File: src/rtl/core/quaternion_arithmetic_unit_core_assert.svh
// Assertion macros shared by the quaternion unit RTL.
`ifndef QUATERNION_ARITHMETIC_UNIT_CORE_ASSERT_SVH
`define QUATERNION_ARITHMETIC_UNIT_CORE_ASSERT_SVH
`ifndef SYNTHESIS
// Check a property outside reset.
`define QAU_ASSERT(lbl, clk, rst_n, prop) \
  lbl: assert property (@(posedge clk) disable iff (!rst_n) prop) \
    else $error("quaternion unit check failed");
// Check a property at every edge, reset included.
`define QAU_ASSERT_ALWAYS(lbl, clk, prop) \
  lbl: assert property (@(posedge clk) prop) \
    else $error("quaternion unit reset check failed");
`else
`define QAU_ASSERT(lbl, clk, rst_n, prop)
`define QAU_ASSERT_ALWAYS(lbl, clk, prop)
`endif
`endif

File: src/rtl/core/qau_pkg.sv
// Types, constants and helpers shared by the quaternion unit.
package qau_pkg;

  localparam int DATA_W        = 32;
  localparam int FRAC_BITS_DEF = 16;
  localparam int PROD_W        = 2 * DATA_W;
  localparam int ACC_W         = PROD_W + 2;
  localparam int SUM_W         = PROD_W + 1;
  localparam int SQRT_STEPS    = DATA_W + 1;
  localparam int RAD_W         = 2 * SQRT_STEPS;
  localparam int REM_W         = SQRT_STEPS + 2;
  localparam int DREM_W        = DATA_W + 2;

  localparam logic [2:0] OP_MUL   = 3'd0;
  localparam logic [2:0] OP_ADD   = 3'd1;
  localparam logic [2:0] OP_SCALE = 3'd2;
  localparam logic [2:0] OP_ROT   = 3'd3;
  localparam logic [2:0] OP_NORM  = 3'd4;

  localparam logic signed [ACC_W-1:0] Q_MAX = ACC_W'(64'sd2147483647);
  localparam logic signed [ACC_W-1:0] Q_MIN = -ACC_W'(64'sd2147483648);

  typedef logic [3:0][DATA_W-1:0] quat_t;

  typedef struct packed {
    logic [2:0]              op;
    quat_t                   r;
    logic                    sat;
    logic [3:0][DATA_W-1:0]  mag;
    logic [3:0]              neg;
    logic                    zero;
  } payload_t;

  typedef struct packed {
    logic [RAD_W-1:0]      rad;
    logic [REM_W-1:0]      rem;
    logic [SQRT_STEPS-1:0] root;
  } sqrt_t;

  typedef struct packed {
    logic [SQRT_STEPS-1:0]   m;
    logic [3:0][DREM_W-1:0]  rem;
    logic [3:0][DATA_W-1:0]  quo;
  } div_t;

  // Clamp to the signed 32-bit range; the top bit flags a clamp.
  function automatic logic [DATA_W:0] sat_q(input logic signed [ACC_W-1:0] v);
    logic [DATA_W:0] res;
    if (v > Q_MAX) begin
      res = {1'b1, Q_MAX[DATA_W-1:0]};
    end else if (v < Q_MIN) begin
      res = {1'b1, Q_MIN[DATA_W-1:0]};
    end else begin
      res = {1'b0, v[DATA_W-1:0]};
    end
    return res;
  endfunction

endpackage

File: src/rtl/core/qau_sqrt_cell.sv
// One digit cell of the pipelined integer square root.
module qau_sqrt_cell (
  input  logic              clk,
  input  logic              rst_n,
  input  logic              en,
  input  logic              in_valid,
  input  qau_pkg::payload_t in_pay,
  input  qau_pkg::sqrt_t    in_sq,
  output logic              out_valid,
  output qau_pkg::payload_t out_pay,
  output qau_pkg::sqrt_t    out_sq
);
  import qau_pkg::*;

  logic valid_r;
  payload_t pay_r;
  sqrt_t sq_r, sq_nxt;
  logic [REM_W-1:0] rem2, trial;
  logic ge;

  // Bring down two radicand bits and try to set the next root bit.
  always_comb begin
    rem2  = {in_sq.rem[REM_W-3:0], in_sq.rad[RAD_W-1:RAD_W-2]};
    trial = {in_sq.root, 2'b01};
    ge    = (rem2 >= trial);
    sq_nxt.rad  = {in_sq.rad[RAD_W-3:0], 2'b00};
    sq_nxt.rem  = ge ? rem2 - trial : rem2;
    sq_nxt.root = {in_sq.root[SQRT_STEPS-2:0], ge};
  end

  always_ff @(posedge clk) begin
    if (!rst_n) begin
      valid_r <= 1'b0;
    end else if (en) begin
      valid_r <= in_valid;
    end
  end

  always_ff @(posedge clk) begin
    if (en) begin
      pay_r <= in_pay;
      sq_r  <= sq_nxt;
    end
  end

  assign out_valid = valid_r;
  assign out_pay   = pay_r;
  assign out_sq    = sq_r;

endmodule

File: config.mk
export PLATFORM = sky130hd
export DESIGN_NAME = qau_sqrt_cell
export DESIGN_NICKNAME = d
export VERILOG_FILES = /design/src/rtl/core/quaternion_arithmetic_unit_core_assert.svh /design/src/rtl/core/qau_pkg.sv /design/src/rtl/core/qau_sqrt_cell.sv
export SDC_FILE = /design/constraint.sdc
export NUM_CORES = 1
export LEC_CHECK = 0
export BUFFER_PORTS_ARGS = -buffer_cell sky130_fd_sc_hd__buf_2
export CAP_MARGIN = 20
export CORE_AREA = 5 5 311 313
export DETAILED_ROUTE_END_ITERATION = 10
export DIE_AREA = 0 0 316 318
export MAX_ROUTING_LAYER = met4
export PLACE_DENSITY = 0.39
export SYNTH_ARGS = -nofsm -noshare
export SYNTH_HDL_FRONTEND = slang
export SYNTH_SLANG_ARGS = --single-unit
export TNS_END_PERCENT = 10
File: constraint.sdc
create_clock -name clk -period 6.2 [get_ports clk]
set_input_delay 0.62 -clock clk [delete_from_list [all_inputs] [get_ports clk]]
set_output_delay 0.62 -clock clk [all_outputs]
set_load 0.01 [all_outputs]
* Word-level counts from Yosys, hierarchy flattened
Index checks and enable logic that the tools add are counted.
** Word-level totals
- Output and inout port bits :: 400
- Register bits after elaboration :: 398
- Input bits :: 403
- Word-level logic and storage cells :: 19
** Cells by class
- Multiplexer cells :: 1
- Add/sub/neg operators :: 1
- Order comparisons :: 1
** Operator list (count)
- $ge 35x35->1 :: 1
- $mux 35 :: 1
- $sub 35x35->35 :: 1

* Logic depth before layout (Yosys ltp)
- Depth after elaboration :: 2
- Mapped depth :: 13
- Gate-level depth less buffers :: 11

* Worst setup path before layout
Ideal clock, no wire load.
- Kind :: input-to-reg
- From :: in in_sq[0] (netlist name)
- To :: reg sq_r (netlist bit out_sq[58]) (data pin)
- Arrival time :: 2.600 ns
- Stages on the path :: 10
- Data required time :: 5.939 ns
- Setup slack :: 3.339 ns
- Library setup time :: 0.261 ns
- Path buffers :: 0
- Path through :: inv_1 ha_1 o211ai_1 o21ai_1 o2111ai_1 a21oi_1 or4b_1 a31oi_1 xor2_1 o21ai_0
** RTL lines
- start: declaration :: RTL line qau_sqrt_cell.sv:8 : input qau_pkg::sqrt_t in_sq,
- end signal: assignment :: RTL line qau_sqrt_cell.sv:42 : sq_r <= sq_nxt;
- end: declaration :: RTL line qau_sqrt_cell.sv:17 : sqrt_t sq_r, sq_nxt;

==> flow_summary.ini <==
[synthesis]
synth.distinct_cells = 59
synth-main-ff-cell = edfxtp_1
netlist_area_um2 = 14470
syn-instance-count = 800
yosysWarningCount = 0
ys_seq_area_share_pct = 82.52
yosysTopAreaCell = edfxtp_1
synth-edff-count = 397
netlist.area_leader.share_pct = 82.38
avgSynthCellArea_um2 = 18.09
synth_seq_cells = 398
synthArstFlopShare_pct = 0
synth.area.top_cells = edfxtp_1 82%, ha_1 3.0%, a21oi_1 1.6%
synth.most_common_cell = edfxtp_1
synth_commonest_cells = 397 x edfxtp_1, 47 x a21oi_1, 44 x inv_1

[power]
finalPower_uw = 7048
ir_worst_vdd_mv = 0.1700
p_leak_uw = 0.009094
power_density_nw_per_um2 = 325.4

[setup_path]
worstPathArrival_ns = 3.85
critical_path_class = input port to flop
startpoint_type = input port
worst_setup_path_end_kind = flop
worstPathRequired_ns = 6.55
crit_path_max_fanout = 40

[placed_design]
placed_area_um2 = 20010
dpl.hpwl_mm = 51.74
placed_cells = 2854
io_buffers = 798
gp_congestion = 0.8340

[layout]
fillCellCount = 10024
drive_gt1_share_pct = 52.95
syn_to_final_growth_pct = 49.70
multi_input_area_um2 = 2261
regArea_um2 = 11940
fin_cells = 2965
final_area_um2 = 21660
fin_nets = 2079

[worst_hold_path]
min_path_type = input port to flop

[clock_tree]
cts_tree = yes
post_cts_buffers = 0
cts.path.max_buffers = 3
numCtsBuffers = 50
cts_resized = 0
cts_hold_buf = 0
ctsRootBufferMaster = clkbuf_16
cts_sinks = 398
htree_levels = 2
worstSkewPairLatency_ns = 0.60
clk_pin_slew_ns = 0.06

[timing]
finalMaxSlewViolations = 0
finalCriticalPeriod_ns = 3.502
fin_skew_ns = 0
fin_crit_sh_pct = 56.48
setup-tns-final_ns = 0
tightest_slew_ns = 0.7956
fmax_mhz = 285.6
rsz0062_at_grt = false
hold_ws_ns = 0.1902
hold_viol_final = 0
worst_slew_margin_rel_pct = 46.96
setup_viol = 0

[die]
die_height_um = 318
dieArea_um2 = 100500
core_area_um2 = 94020
die_w_um = 316
num_rows = 113
start_util_pct = 15.39
pin_count = 803

[drt]
dr.pass1.iters = 6
drc = 0
ant_nets = 0
wire_per_inst_um = 21.51
vias = 10474
drt_wl_total_mm = 63.78
vias_per_cell = 3.533
drt_iter0_drc = 619

[global_routing]
grt_max_degree = 129
antenna_found_initial = 36
grt_pass1_vias = 10971
overflow = 0
grt_usage_pct = 12.26
grt_pass1_wl_mm = 85.81

[run_status]
outcome = completed

[job]
max_cap_viol_count = 0
layout make-up:
class	instances	area share [%]
antenna	21	0.2426
timing repair buffer	802	18.74
sequential	398	55.12
inverter	45	0.7797
multi-input combinational	344	10.44
clock inverter	33	1.479
clock buffer	57	5.897
tap	1265	7.306
state kept, by name, summed over array words and instances (netlist names):
register and cells:
out_valid 1, out_sq 132, out_pay 265
where the power goes:
part           internal [uW]  total, uW  switching, uW  leakage [uW]
sequential              3230       3290           62.9       0.00389
combinational            344        894            551       0.00443
clock                   1660       2870           1210      0.000770
final timing paths:
kind	startpoint	to	slack (ns)	depth (start not counted)
worst min register to register	out_valid	out_valid	0.51	2
worst max-delay path	in_sq[7]	out_sq[57]	2.70	11
worst max register to register	out_valid	out_valid	5.61	2
worst min-delay path	in_pay[191]	out_pay[191]	0.19	1
kinds of logic after synthesis:
group / after synthesis / synth area share (%)
flip-flops: 398 / 82.52
multiplexers: 3 / 0.2162
buffers and inverters: 59 / 1.885
AND/OR/NAND/NOR: 136 / 4.539
AO/OA/AOI/OAI: 141 / 6.156
XOR/XNOR: 27 / 1.634
adder cells (fa/ha/maj): 35 / 3.026
other: 1 / 0.02591
critical path: stages:
cell and delay, ns:
buf_2 0.11, inv_1 0.06, ha_1 0.39, nand2_1 0.10, o21ai_0 0.40, a21oi_1 0.15
o211ai_1 0.43, a21oi_1 0.26, o31a_1 0.32, inv_2 0.58, mux2_2 0.42
cell usage in the layout (no fill, tap or decap), types with 3 or more instances in the layout:
cell | Yosys | final
clkinvlp_4 | 0 | 6
clkinv_4 | 0 | 3
clkbuf_1 | 3 | 7
buf_2 | 3 | 797
bufinv_16 | 0 | 4
clkinv_2 | 0 | 10
a31oi_1 | 7 | 7
o21ai_0 | 25 | 25
inv_1 | 44 | 44
o211ai_1 | 4 | 4
nor2_1 | 34 | 34
o21a_1 | 6 | 6
nand3_1 | 16 | 16
edfxtp_1 | 397 | 397
a21boi_0 | 5 | 5
o21bai_1 | 7 | 7
ha_1 | 35 | 35
a21o_1 | 19 | 19
nand2b_1 | 4 | 4
diode_2 | 0 | 21
and3_1 | 5 | 5
xor2_1 | 12 | 12
nor3_1 | 11 | 11
xnor2_1 | 15 | 15
nand4_1 | 8 | 8
o31ai_1 | 5 | 5
clkinv_1 | 0 | 6
a21oi_1 | 47 | 47
clkbuf_16 | 0 | 50
nand2_1 | 39 | 39
stage by stage:
| step | util, % | setup slack, ns |
|---|---|---|
| 2_1_floorplan | - | 3.339 |
| 3_3_place_gp | 21.29 | 2.058 |
| 3_5_place_dp | 21.29 | 2.052 |
| 4_1_cts | 22.98 | 2.701 |
| 5_1_grt | 23.04 | 2.572 |
| 6_report | 23.04 | 2.698 |
routing by layer:
metal / share of wire, % / global-route usage [%]
met1: 37 / 13.03
met2: 52 / 21.82
met3: 9.4 / 4.676
met4: 1.7 / 2.396
met5: 0 / -
No activity file was read; power rests on OpenSTA's default activity.
