**config.mk**
```make
export PLATFORM = sky130hd
export DESIGN_NAME = qau_div_cell
export DESIGN_NICKNAME = d
export VERILOG_FILES = /design/src/rtl/core/quaternion_arithmetic_unit_core_assert.svh /design/src/rtl/core/qau_pkg.sv /design/src/rtl/core/qau_div_cell.sv
export SDC_FILE = /design/constraint.sdc
export NUM_CORES = 1
export LEC_CHECK = 0
export BUFFER_PORTS_ARGS = -buffer_cell sky130_fd_sc_hd__buf_2
export CAP_MARGIN = 20
export CORE_AREA = 4 4 440 442
export DETAILED_ROUTE_END_ITERATION = 6
export DIE_AREA = 0 0 444 446
export HOLD_SLACK_MARGIN = 0.02
export SLEW_MARGIN = 20
export SYNTH_ARGS = -nofsm -noshare
export SYNTH_HDL_FRONTEND = slang
export SYNTH_SLANG_ARGS = --single-unit
```
**constraint.sdc**
```tcl
create_clock -name clk -period 4 [get_ports clk]
set_input_delay 0.6 -clock clk [delete_from_list [all_inputs] [get_ports clk]]
set_output_delay 0.6 -clock clk [all_outputs]
set_load 0.005 [all_outputs]
```
**src/rtl/core/quaternion_arithmetic_unit_core_assert.svh**
```systemverilog
// Assertion macros shared by the quaternion unit RTL.
`ifndef QUATERNION_ARITHMETIC_UNIT_CORE_ASSERT_SVH
`define QUATERNION_ARITHMETIC_UNIT_CORE_ASSERT_SVH
`ifndef SYNTHESIS
// Check a property outside reset.
`define QAU_ASSERT(lbl, clk, rst_n, prop) \
  lbl: assert property (@(posedge clk) disable iff (!rst_n) prop) \
    else $error("quaternion unit check failed");
// Check a property at every edge, reset included.
`define QAU_ASSERT_ALWAYS(lbl, clk, prop) \
  lbl: assert property (@(posedge clk) prop) \
    else $error("quaternion unit reset check failed");
`else
`define QAU_ASSERT(lbl, clk, rst_n, prop)
`define QAU_ASSERT_ALWAYS(lbl, clk, prop)
`endif
`endif

```
**src/rtl/core/qau_pkg.sv**
```systemverilog
// Types, constants and helpers shared by the quaternion unit.
package qau_pkg;

  localparam int DATA_W        = 32;
  localparam int FRAC_BITS_DEF = 16;
  localparam int PROD_W        = 2 * DATA_W;
  localparam int ACC_W         = PROD_W + 2;
  localparam int SUM_W         = PROD_W + 1;
  localparam int SQRT_STEPS    = DATA_W + 1;
  localparam int RAD_W         = 2 * SQRT_STEPS;
  localparam int REM_W         = SQRT_STEPS + 2;
  localparam int DREM_W        = DATA_W + 2;

  localparam logic [2:0] OP_MUL   = 3'd0;
  localparam logic [2:0] OP_ADD   = 3'd1;
  localparam logic [2:0] OP_SCALE = 3'd2;
  localparam logic [2:0] OP_ROT   = 3'd3;
  localparam logic [2:0] OP_NORM  = 3'd4;

  localparam logic signed [ACC_W-1:0] Q_MAX = ACC_W'(64'sd2147483647);
  localparam logic signed [ACC_W-1:0] Q_MIN = -ACC_W'(64'sd2147483648);

  typedef logic [3:0][DATA_W-1:0] quat_t;

  typedef struct packed {
    logic [2:0]              op;
    quat_t                   r;
    logic                    sat;
    logic [3:0][DATA_W-1:0]  mag;
    logic [3:0]              neg;
    logic                    zero;
  } payload_t;

  typedef struct packed {
    logic [RAD_W-1:0]      rad;
    logic [REM_W-1:0]      rem;
    logic [SQRT_STEPS-1:0] root;
  } sqrt_t;

  typedef struct packed {
    logic [SQRT_STEPS-1:0]   m;
    logic [3:0][DREM_W-1:0]  rem;
    logic [3:0][DATA_W-1:0]  quo;
  } div_t;

  // Clamp to the signed 32-bit range; the top bit flags a clamp.
  function automatic logic [DATA_W:0] sat_q(input logic signed [ACC_W-1:0] v);
    logic [DATA_W:0] res;
    if (v > Q_MAX) begin
      res = {1'b1, Q_MAX[DATA_W-1:0]};
    end else if (v < Q_MIN) begin
      res = {1'b1, Q_MIN[DATA_W-1:0]};
    end else begin
      res = {1'b0, v[DATA_W-1:0]};
    end
    return res;
  endfunction

endpackage

```
**src/rtl/core/qau_div_cell.sv**
```systemverilog
// One quotient-bit cell of the four-lane pipelined divider.
module qau_div_cell (
  input  logic              clk,
  input  logic              rst_n,
  input  logic              en,
  input  logic              in_valid,
  input  qau_pkg::payload_t in_pay,
  input  qau_pkg::div_t     in_dv,
  output logic              out_valid,
  output qau_pkg::payload_t out_pay,
  output qau_pkg::div_t     out_dv
);
  import qau_pkg::*;

  logic valid_r;
  payload_t pay_r;
  div_t dv_r, dv_nxt;
  logic [DREM_W-1:0] dvs;
  logic [DREM_W-1:0] d [4];
  logic [3:0] ge;

  // Compare, subtract on success, shift the remainder for the next bit.
  always_comb begin
    dvs = DREM_W'(in_dv.m);
    dv_nxt.m = in_dv.m;
    for (int i = 0; i < 4; i++) begin
      ge[i] = (in_dv.rem[i] >= dvs);
      d[i]  = ge[i] ? in_dv.rem[i] - dvs : in_dv.rem[i];
      dv_nxt.rem[i] = {d[i][DREM_W-2:0], 1'b0};
      dv_nxt.quo[i] = {in_dv.quo[i][DATA_W-2:0], ge[i]};
    end
  end

  always_ff @(posedge clk) begin
    if (!rst_n) begin
      valid_r <= 1'b0;
    end else if (en) begin
      valid_r <= in_valid;
    end
  end

  always_ff @(posedge clk) begin
    if (en) begin
      pay_r <= in_pay;
      dv_r  <= dv_nxt;
    end
  end

  assign out_valid = valid_r;
  assign out_pay   = pay_r;
  assign out_dv    = dv_r;

endmodule

```
# Yosys cells after proc, flatten, opt, wreduce, memory -nomap -nowiden
# Index checks and enable logic that the tools add are counted.
totals:
  ff_bits: 559
  elab_cells: 34
  out_inout_bits: 563
  in_bits: 566
classes:
  mux: 4
  add_sub_neg: 4
  order_cmp: 4
ops:
  columns: ["operator", "count"]
  rows:
  - [">= comparator 34 x 33 -> 1 bit", 4]
  - ["2-to-1 mux 33 bit", 4]
  - ["subtractor 33 bit", 4]

# Depth between registers and ports, before layout
# Gate-level depths: netlist of run 1.
depth:
  word_depth: 2
  ltp_mapped: 15
  mapped_depth_nobuf: 14

# Worst setup path after synthesis of run 1
# Ideal clock, no wire load.
synth_timing:
  path_kind: "input-to-reg"
  from: "input in_dv[230] (netlist bit)"
  to: "register dv_r (netlist bit out_dv[232]) (data pin)"
  setup_time_ns: 0.260
  arrival_time_ns: 3.126
  path_buffers: 1
  slack_ns: 0.614
  path_stages: 13
  path_cell_list: "inv_1 > ha_1 > inv_1 > fa_1 > a211oi_1 > o21bai_1 > a211oi_1 > nor2_1 > a31oi_2 > o31ai_4 > a31oi_2 > buf_6 > mux2_2"
synth_rtl:
  columns: ["element", "line", "text"]
  rows:
  - ["start, declared", "qau_div_cell.sv:8", "input qau_pkg::div_t in_dv,"]
  - ["end signal, assigned", "qau_div_cell.sv:45", "dv_r <= dv_nxt;"]
  - ["end, declared", "qau_div_cell.sv:17", "div_t dv_r, dv_nxt;"]

==> results of run 1 <==
where the power goes:
group / leakage (nW) / switching [mW] / internal, mW
Combinational: 8.96 / 2.11 / 1.31
Sequential: 5.47 / 0.201 / 7.15
Clock: 1.12 / 2.73 / 3.84
Yosys cell counts, types with 4 or more instances:
library cell and count:
a211oi_1 15, nand3_1 24, ha_1 132, o31ai_1 19, o21ai_0 173, a221o_1 4, xor2_1 49, a41oi_1 5
o21bai_1 21, nor4_1 5, nor2b_1 13, o21a_1 17, a211o_1 5, buf_6 6, buf_4 4, a21oi_1 127
inv_1 66, nand2_1 188, nand4_1 33, clkbuf_1 36, nor2_1 66, edfxtp_1 558, a31oi_1 21, fa_1 4
mux2_2 12, and2_1 12, buf_2 8, nand2b_1 17, o21ai_1 7, a21o_1 74, o211ai_1 4, nor3_1 11
xnor2_1 64, and3_1 21
worst register-to-register path, delay by kind of cell (launching register included):
kind	cells	cell delay (ps)
multiplexers	1	120
AND/OR/NAND/NOR	1	60
flip-flops	1	310
final cells by class:
class / count / area (sq um)
antenna: 56 / 140.1
tap: 2511 / 3142
timing repair buffer: 1232 / 6744
clock buffer: 84 / 1804
multi-input combinational: 1199 / 8102
sequential: 559 / 16780
fill: 20730 / 152100
inverter: 67 / 251.5
clock inverter: 46 / 531.8
per-layer routing:
layer  share of wire (%)  vias up  GRT usage, %
met2                  54     1127         33.08
met4                 8.3       46         11.56
li1                    -     9742             -
met1                  30    10750         14.97
met3                 7.3      436         4.566
met5                0.18        -             0
path summary, 6_finish.rpt:
check / slack (ps) / to / depth (start not counted)
min: 100 / out_pay[136] / 1
max reg2reg: 3420 / out_valid / 2
max: 690 / out_dv[252] / 14
min reg2reg: 520 / out_valid / 2
stage by stage:
step,hold slack [ps],area (sq um)
final,104.6,37490
after global routing,51.70,37450
after CTS,25.02,37350
after detailed placement,512.1,35010
after global placement,502.6,35010
after floorplan,507.3,25390
sequential cells by signal (all words and copies together) (netlist names):
| signal | flops |
|---|---|
| out_dv | 293 |
| out_pay | 265 |
| out_valid | 1 |
kinds of logic after synthesis:
group / after synthesis / synth area share, %
buffers and inverters: 124 / 2.125
AOI/OAI and AO/OA: 530 / 13.09
xor gates and xnor gates: 113 / 3.900
DFF: 559 / 66.10
adders and majority gates: 136 / 6.823
and+or+nand+nor: 401 / 7.287
other: 1 / 0.01478
muxes: 15 / 0.6508
==> out/summary.txt, run 1 <==
status: finished, final reports clean
top cells by area, synth: edfxtp_1 66%, ha_1 6.5%, o21ai_0 3.4%
CTS max path bufs: 3
Final period util: 82.81%
DP Cell Count: 5568
synthesized flop and latch total: 559
Starting Density: 13.39%
vias in the first global route: 21290
Clk Latency, worst-skew pair: 660 ps
row count: 160
Core Util, Final: 19.78%
gpl congestion: 0.9053
mean routed wirelength per cell: 30.63 um
chip width: 444 um
Least-Margin Pin Slew: 996.0 ps
die span in y: 446 um
FF-to-FF Start: out_valid
post-synthesis cell count: 1879
clock slew at reported path FFs: 60 ps
Pleak: 15.55 nW
ys flop type: edfxtp_1
nets: 3831
clock sink count: 559
Synth-to-Final Area Change: 47.73%
vias: 22100
final worst path period need: 3312 ps
post-synthesis async set-or-reset flop share: 0%
Post-Place Worst Slack: 35.60 ps
layout cells sized above 1: 42.86%
DRC errors left: 0
H-tree depth reported by CTS: 3
Hold Crit Start: in_pay[136]
CTS tree: done
Hold Fails Final Rpt: 0
first-pass GRT wire length: 217200 um
skew final: 0 ps
GRT overflow: 0
Num CTS Buffers: 70
total global-route track usage: 16.94%
Most Frequent Cell on Critical Path: a211oi_1
total of max-cap violations: 0
share of the synthesized area in the top cell type: 66.03%
worst path cell trace: buf_2 > buf_12 > ha_1 > inv_1 > fa_1 > a211oi_1 > o21bai_1 > a211oi_1 > nor2_1 > a31oi_2 > o31ai_4 > a31oi_4 > buf_4 > o21ai_0
count of cell types in the netlist: 73
post-route setup TNS: 0 ps
WP data required: 4370 ps
Final Max Slew Viols: 0
post-CTS sizing: 0
Post-synth EDFFs: 558
final std cells w/o fill: 5754
CP Buf/Inv Count: 4
cell taking the most area after synthesis: edfxtp_1
DR vias/cell: 3.842
min-delay worst type: in -> reg
crit path launch type: input pin
yosys warns: 0
Post-Route WL: 176300 um
VDD IR-drop max: 0.2555 mV
largest net degree at the start of global routing: 81
CP max-delay cell: fa_1
CP Launch Point: in_dv[264]
Final Power: 17.34 mW
Port Buf Inserts: 1120
RSZ-0062 raised after global routing: no
initial antenna violation count: 151
Core Area: 189600 sq um
commonest non-fill, non-tap cells in the layout: 1119 x buf_2, 558 x edfxtp_1, 188 x nand2_1, 173 x o21ai_0, 132 x ha_1
DP HPWL: 152900 um
hold_buf cts: 0
pwr/cell area: 462.5 nW/um^2
CP top delay family: compound AO/OA/AOI/OAI gates
Pre-antenna DRT Iters: 5
register area share after synthesis: 66.10%
post-route setup slack: 687.6 ps
remaining antenna violation count: 0
commonest non-fill, non-tap cell in the layout: buf_2
Crit Path Category: in -> reg
Initial DRC Count: 1519
syn avg cell area: 13.51 sq um
Setup Fix Bufs, Post-CTS: 0
Worst Setup End Kind: register
Die Footprint: 198000 sq um
Netlist Area Pre-Place: 25380 sq um
slowest stage delay, CP: 420 ps
Slew HR: 33.60%
crit-path max FO: 32
# setup viols final: 0
Peak Freq: 0.3019 GHz
clk root buf: clkbuf_16
Worst EP arrival: 3690 ps
IO Pins: 1129
Note: power is estimated with default switching activity, not from simulation.
==> run 2: changes to the inputs <==
==> constraint.sdc (replaced) <==
create_clock -name clk -period 2.66 [get_ports clk]
set_input_delay 0.399 -clock clk [delete_from_list [all_inputs] [get_ports clk]]
set_output_delay 0.399 -clock clk [all_outputs]
set_load 0.005 [all_outputs]
==> run 2 against run 1 <==
  * The run now ends with negative setup slack left
  * Wire length grew 9.8%
  * Via count increased by 20%
  * Clock skew unchanged
  * Combinational power up 120%
  * Critical path depth is 2 higher
  * Count of clock-buffer cells in the layout is 1 lower
  * Critical path type unchanged
  * Largest cell class unchanged
==> out/summary.txt, run 2 (synthesis gave the netlist of run 1 again) <==
crit-path max FO: 5
RSZ-0062 raised after global routing: yes
internal power: 19.65 mW
Sw Share: 30.05%
Initial DRC Count: 1670
status: finished with violations
register area: 16780 sq um
final std cells w/o fill: 6735
flop2flop setup slack: 1510 ps
Die Footprint: 198000 sq um
Pleak: 20.23 nW
Post-Route WL: 193500 um
total global-route track usage: 18.63%
row count: 160
IO Pins: 1129
crit path launch type: input pin
FF-to-FF Start: out_valid
CP Launch Point: in_dv[265]
post-route setup slack: -79.36 ps
Final Max Slew Viols: 0
DP Cell Count: 6035
skew final: 0 ps
Final Power: 28.10 mW
vias: 26430
first-pass GRT wire length: 244600 um
Pre-antenna DRT Iters: 5
die span in y: 446 um
Min Hold Slack: 60.38 ps
clock share of power: 34.1%
H-tree depth reported by CTS: 3
min-delay worst type: in -> reg
total of max-cap violations: 0
gpl congestion: 0.9928
Hold Fails Final Rpt: 0
CTS max path bufs: 3
Least-Margin Pin Slew: 638.4 ps
layout cells sized above 1: 48.36%
GRT overflow: 0
Num CTS Buffers: 71
failing checks: negative setup slack
Reg2Reg Capture Point: out_valid
clock slew at reported path FFs: 60 ps
remaining antenna violation count: 0
pwr/cell area: 594.5 nW/um^2
WP data required: 3060 ps
Core Area: 189600 sq um
Starting Density: 13.39%
commonest non-fill, non-tap cells in the layout: 1110 x buf_2, 567 x buf_4, 558 x edfxtp_1, 476 x dlygate4sd3_1, 185 x nand2_1
post-route setup TNS: -531.8 ps
DR vias/cell: 3.924
part of the power in combinational logic: 26.3%
clk root buf: clkbuf_16
Critical Path End: out_dv[232]
initial antenna violation count: 160
Crit Path Category: in -> reg
fillers: 19900
Peak Freq: 0.3650 GHz
max reg flops: 293
net switching power: 8.442 mW
Slew HR: 57.44%
Port Buf Inserts: 1120
reg2reg path depth: 3
Worst Setup End Kind: register
nets: 4816
mean routed wirelength per cell: 28.74 um
Synth-to-Final Area Change: 86.21%
DRC errors left: 0
Worst EP arrival: 3140 ps
sequential cell fraction of total power: 39.6%
# setup viols final: 19
clock sink count: 559
DP HPWL: 161500 um
largest net degree at the start of global routing: 72
VDD IR-drop max: 0.3966 mV
Final period util: 103.0%
final worst path period need: 2739 ps
commonest non-fill, non-tap cell in the layout: buf_2
Clk Latency, worst-skew pair: 640 ps
area of the multi-input gates: 9030 sq um
chip width: 444 um
vias in the first global route: 26640
CTS tree: done
==> run 2: worst max-delay path, stage by stage <==
cell and delay, ps:
buf_8 80, clkinvlp_4 120, buf_12 150, fa_2 400
a211oi_2 210, o21bai_2 100, a211oi_2 180, buf_4 160
nor2_4 60, a31oi_2 120, buf_4 170, o31ai_4 70
a31oi_4 270, buf_8 180, buf_12 140, mux2_4 300
==> run 2: cell type report <==
| cell class | instances | area share [%] |
|---|---|---|
| Inverter | 67 | 0.5666 |
| Antenna cell | 57 | 0.3018 |
| Timing Repair Buffer | 2215 | 33.13 |
| Clock buffer | 83 | 4.011 |
| Clock inverter | 43 | 0.7334 |
| Tap cell | 2511 | 6.648 |
| Sequential cell | 559 | 35.50 |
| Multi-Input combinational cell | 1200 | 19.11 |
==> run 2: worst min-delay path by stage <==
stage,cells past startpoint,slack (ps),to,startpoint
floorplan,0,500,out_dv[100],in_dv[99]
global placement,2,500,out_valid,out_valid
detailed placement,2,520,out_valid,out_valid
CTS,3,20,out_dv[194],in_dv[193]
global route,1,20,out_dv[279],in_dv[279]
finish,1,60,out_dv[279],in_dv[279]
==> run 2: repair_timing <==
item	4_1_cts	5_1_grt
pin swaps	36	58
hold buffers	476	0
setup endpoints to repair	131	124
gates resized for setup	102	129
setup buffers	26	18
gates cloned	3	2
hold endpoints to repair	475	0
==> run 2: stage by stage <==
step / worst slack, ps / util (%) / instance area (sq um)
2_1_floorplan: -254.4 / - / 25580
3_3_place_gp: -1280 / 20.40 / 38680
3_5_place_dp: -1249 / 20.40 / 38680
4_1_cts: -68.85 / 24.49 / 46430
5_1_grt: -163.1 / 24.87 / 47160
6_report: -79.36 / 24.93 / 47260
==> run 2: power groups by stage <==
stage,clock (mW),sequential (mW),combinational (mW)
after global routing,10.3,11.2,7.82
after CTS,9.95,11.1,7.24
after floorplan,0,11.3,1.89
final,9.59,11.1,7.39
after detailed placement,0,11.3,6.27
after global placement,0,11.3,6.24
==> run 2: metal layers <==
| metal | vias to the layer above | GRT usage, % | wire (um) |
|---|---|---|---|
| met4 | 32 | 12.21 | 17590 |
| met3 | 548 | 4.268 | 11800 |
| met1 | 12900 | 15.75 | 56120 |
| li1 | 11700 | - | - |
| met2 | 1247 | 38.04 | 107800 |
| met5 | - | 0 | 202 |
==> run 3: changes to the inputs <==
--- a/config.mk
+++ b/config.mk
@@ -11,6 +11,7 @@
 export DETAILED_ROUTE_END_ITERATION = 6
 export DIE_AREA = 0 0 444 446
 export HOLD_SLACK_MARGIN = 0.02
+export PLACE_DENSITY = 0.39
 export SLEW_MARGIN = 20
 export SYNTH_ARGS = -nofsm -noshare
 export SYNTH_HDL_FRONTEND = slang
==> run 3 against run 2 <==
  * The run still ends with negative setup slack left
  * Wire length decreased by 7.7%
  * Worst hold slack worse by 9.6 ps
  * First-iteration DRC count is 23% lower
  * Clock skew unchanged
  * Register-to-register slack got worse by 20 ps
  * Clock power up 13%
  * Count of clock-buffer cells in the layout up 6
  * Core utilization grew 0.20 points
  * Sequential share of layout area fell by 0.28 points
  * Highest routed layer unchanged
==> out/summary.txt, run 3 (synthesis gave the netlist of run 1 again) <==
post-route setup slack: -127.5 ps
Final period util: 104.8%
slowest stage delay, CP: 340 ps
reg2reg path depth: 3
WP data required: 3090 ps
Post-Place Worst Slack: -969.6 ps
failing checks: negative setup slack
Sw Share: 29.39%
Starting Density: 13.39%
RSZ-0062 raised after global routing: yes
Port Buf Inserts: 1120
# setup viols final: 16
Pleak: 20.37 nW
crit path launch type: input pin
Clk Latency, worst-skew pair: 680 ps
met3 wire len: 9032 um
CP top delay family: compound AO/OA/AOI/OAI gates
worst path cell trace: buf_8 > clkinvlp_4 > buf_4 > buf_4 > fa_2 > a211oi_2 > o21bai_2 > a211oi_2 > buf_4 > nor2_4 > a31oi_4 > o31ai_4 > a31oi_4 > buf_12 > buf_12 > mux2_2
Reg2Reg Capture Point: out_valid
commonest non-fill, non-tap cell in the layout: buf_2
gpl congestion: 0.8841
row count: 160
met2 wire length: 101500 um
largest net degree at the start of global routing: 76
GRT overflow: 0
DRC errors left: 0
Crit Path Category: in -> reg
die span in y: 446 um
Core Area: 189600 sq um
Peak Freq: 0.3587 GHz
crit-path max FO: 6
Slew HR: 64.42%
CTS tree: done
pwr/cell area: 609.3 nW/um^2
Hold Fails Final Rpt: 0
VDD IR-drop max: 0.4241 mV
Synth-to-Final Area Change: 87.66%
DR vias/cell: 3.782
Least-Margin Pin Slew: 533.7 ps
nets: 4830
first-pass GRT wire length: 229600 um
skew final: 0 ps
Hold Path Depth: 3
max reg flops: 293
remaining antenna violation count: 0
CTS max path bufs: 3
placed inst area: 38540 sq um
total global-route track usage: 17.16%
min-delay worst type: in -> reg
clock sink count: 559
H-tree depth reported by CTS: 3
final worst path period need: 2788 ps
sequential cell fraction of total power: 38.0%
Worst EP arrival: 3220 ps
vias in the first global route: 26190
Hold Crit Endpoint: out_dv[180]
FF-to-FF Start: out_valid
DP HPWL: 149500 um
fillers: 20150
Core Util, Final: 25.12%
post-route cell area: 47630 sq um
part of the power in combinational logic: 24.7%
CP Buf/Inv Count: 7
clock share of power: 37.2%
clk root buf: clkbuf_16
status: finished with violations
layout cells sized above 1: 48.51%
Hold Crit Start: in_dv[179]
Min Hold Slack: 50.74 ps
Top Metal Used: met5
Pre-antenna DRT Iters: 5
Initial DRC Count: 1292
mean routed wirelength per cell: 26.47 um
Post-Route WL: 178700 um
Worst Setup End Kind: register
internal power: 20.49 mW
flop2flop setup slack: 1490 ps
met1 wire length: 54530 um
initial antenna violation count: 117
clock slew at reported path FFs: 60 ps
Final Max Slew Viols: 0
net switching power: 8.528 mW
Num CTS Buffers: 76
Most Frequent Cell on Critical Path: buf_4
IO Pins: 1129
total of max-cap violations: 0
Final Power: 29.02 mW
chip width: 444 um
vias: 25530
Die Footprint: 198000 sq um
CP max-delay cell: fa_2
commonest non-fill, non-tap cells in the layout: 1110 x buf_2, 562 x buf_4, 558 x edfxtp_1, 491 x dlygate4sd3_1, 182 x nand2_1
[run 3: cell types whose count changed in the layout (fill, tap and decap cells not counted), sizes merged, moves of 2 or more]
cell and delta:
clkinvlp +7, dlymetal6s4s +2, clkbuf +11, buf -12, diode -7, bufinv +6, dlygate4sd3 +15, inv -5
[run 3: repair_timing]
action / CTS / global route
hold endpoints to repair: 492 / 0
pin swaps: 29 / 62
hold buffers: 493 / 0
gates resized for setup: 70 / 170
gates cloned: 1 / 7
buffers inserted: 18 / 22
endpoints found under the setup margin: 111 / 127
[run 3: worst reg2reg max path, cell delays in order (launching register included)]
cell and delay (ps):
dfxtp_1 310, mux2i_1 140, nor2b_1 60, dlygate4sd3_1 550
[run 3: through the flow]
stage | cells | setup TNS, ps
2_1_floorplan | 1882 | -6258
3_3_place_gp | 6027 | -115330
3_5_place_dp | 6027 | -113630
4_1_cts | 6677 | -905.9
5_1_grt | 6724 | -3212
6_report | 6750 | -677.0
[run 3: layout make-up]
class / count / area [sq um] / share of cell area, %
Clock inverter: 50 / 586.8 / 1.232
Sequential cell: 559 / 16780 / 35.22
Tap cell: 2511 / 3142 / 6.597
Clock buffer: 89 / 1982 / 4.161
Multi-Input combinational cell: 1199 / 8977 / 18.85
Timing Repair Buffer: 2225 / 15730 / 33.03
Inverter: 67 / 304.0 / 0.6384
Antenna cell: 50 / 125.1 / 0.2627
[run 3: power groups by stage]
stage | sequential, mW | clock, mW | combinational [mW]
after floorplan | 11.3 | 0 | 1.89
after global placement | 11.2 | 0 | 6.15
after detailed placement | 11.2 | 0 | 6.15
after CTS | 11.0 | 11.2 | 7.03
after global routing | 11.1 | 11.5 | 7.66
final | 11.0 | 10.8 | 7.17
[run 3: how the worst max path moves through the flow]
stage	start	to	slack, ps	cells after the start
global placement	in_dv[275]	out_dv[198]	-1000	12
CTS	in_dv[265]	out_dv[195]	-100	14
floorplan	in_dv[265]	out_dv[222]	-250	11
detailed placement	in_dv[275]	out_dv[211]	-970	12
finish	in_dv[265]	out_dv[232]	-130	16
global route	in_dv[265]	out_dv[195]	-190	14
[run 3: routing by layer]
| layer | vias up | track usage [%] |
|---|---|---|
| met5 | - | 0 |
| met4 | 28 | 10.73 |
| met3 | 395 | 3.352 |
| met2 | 924 | 35.10 |
| met1 | 12450 | 15.04 |
| li1 | 11740 | - |
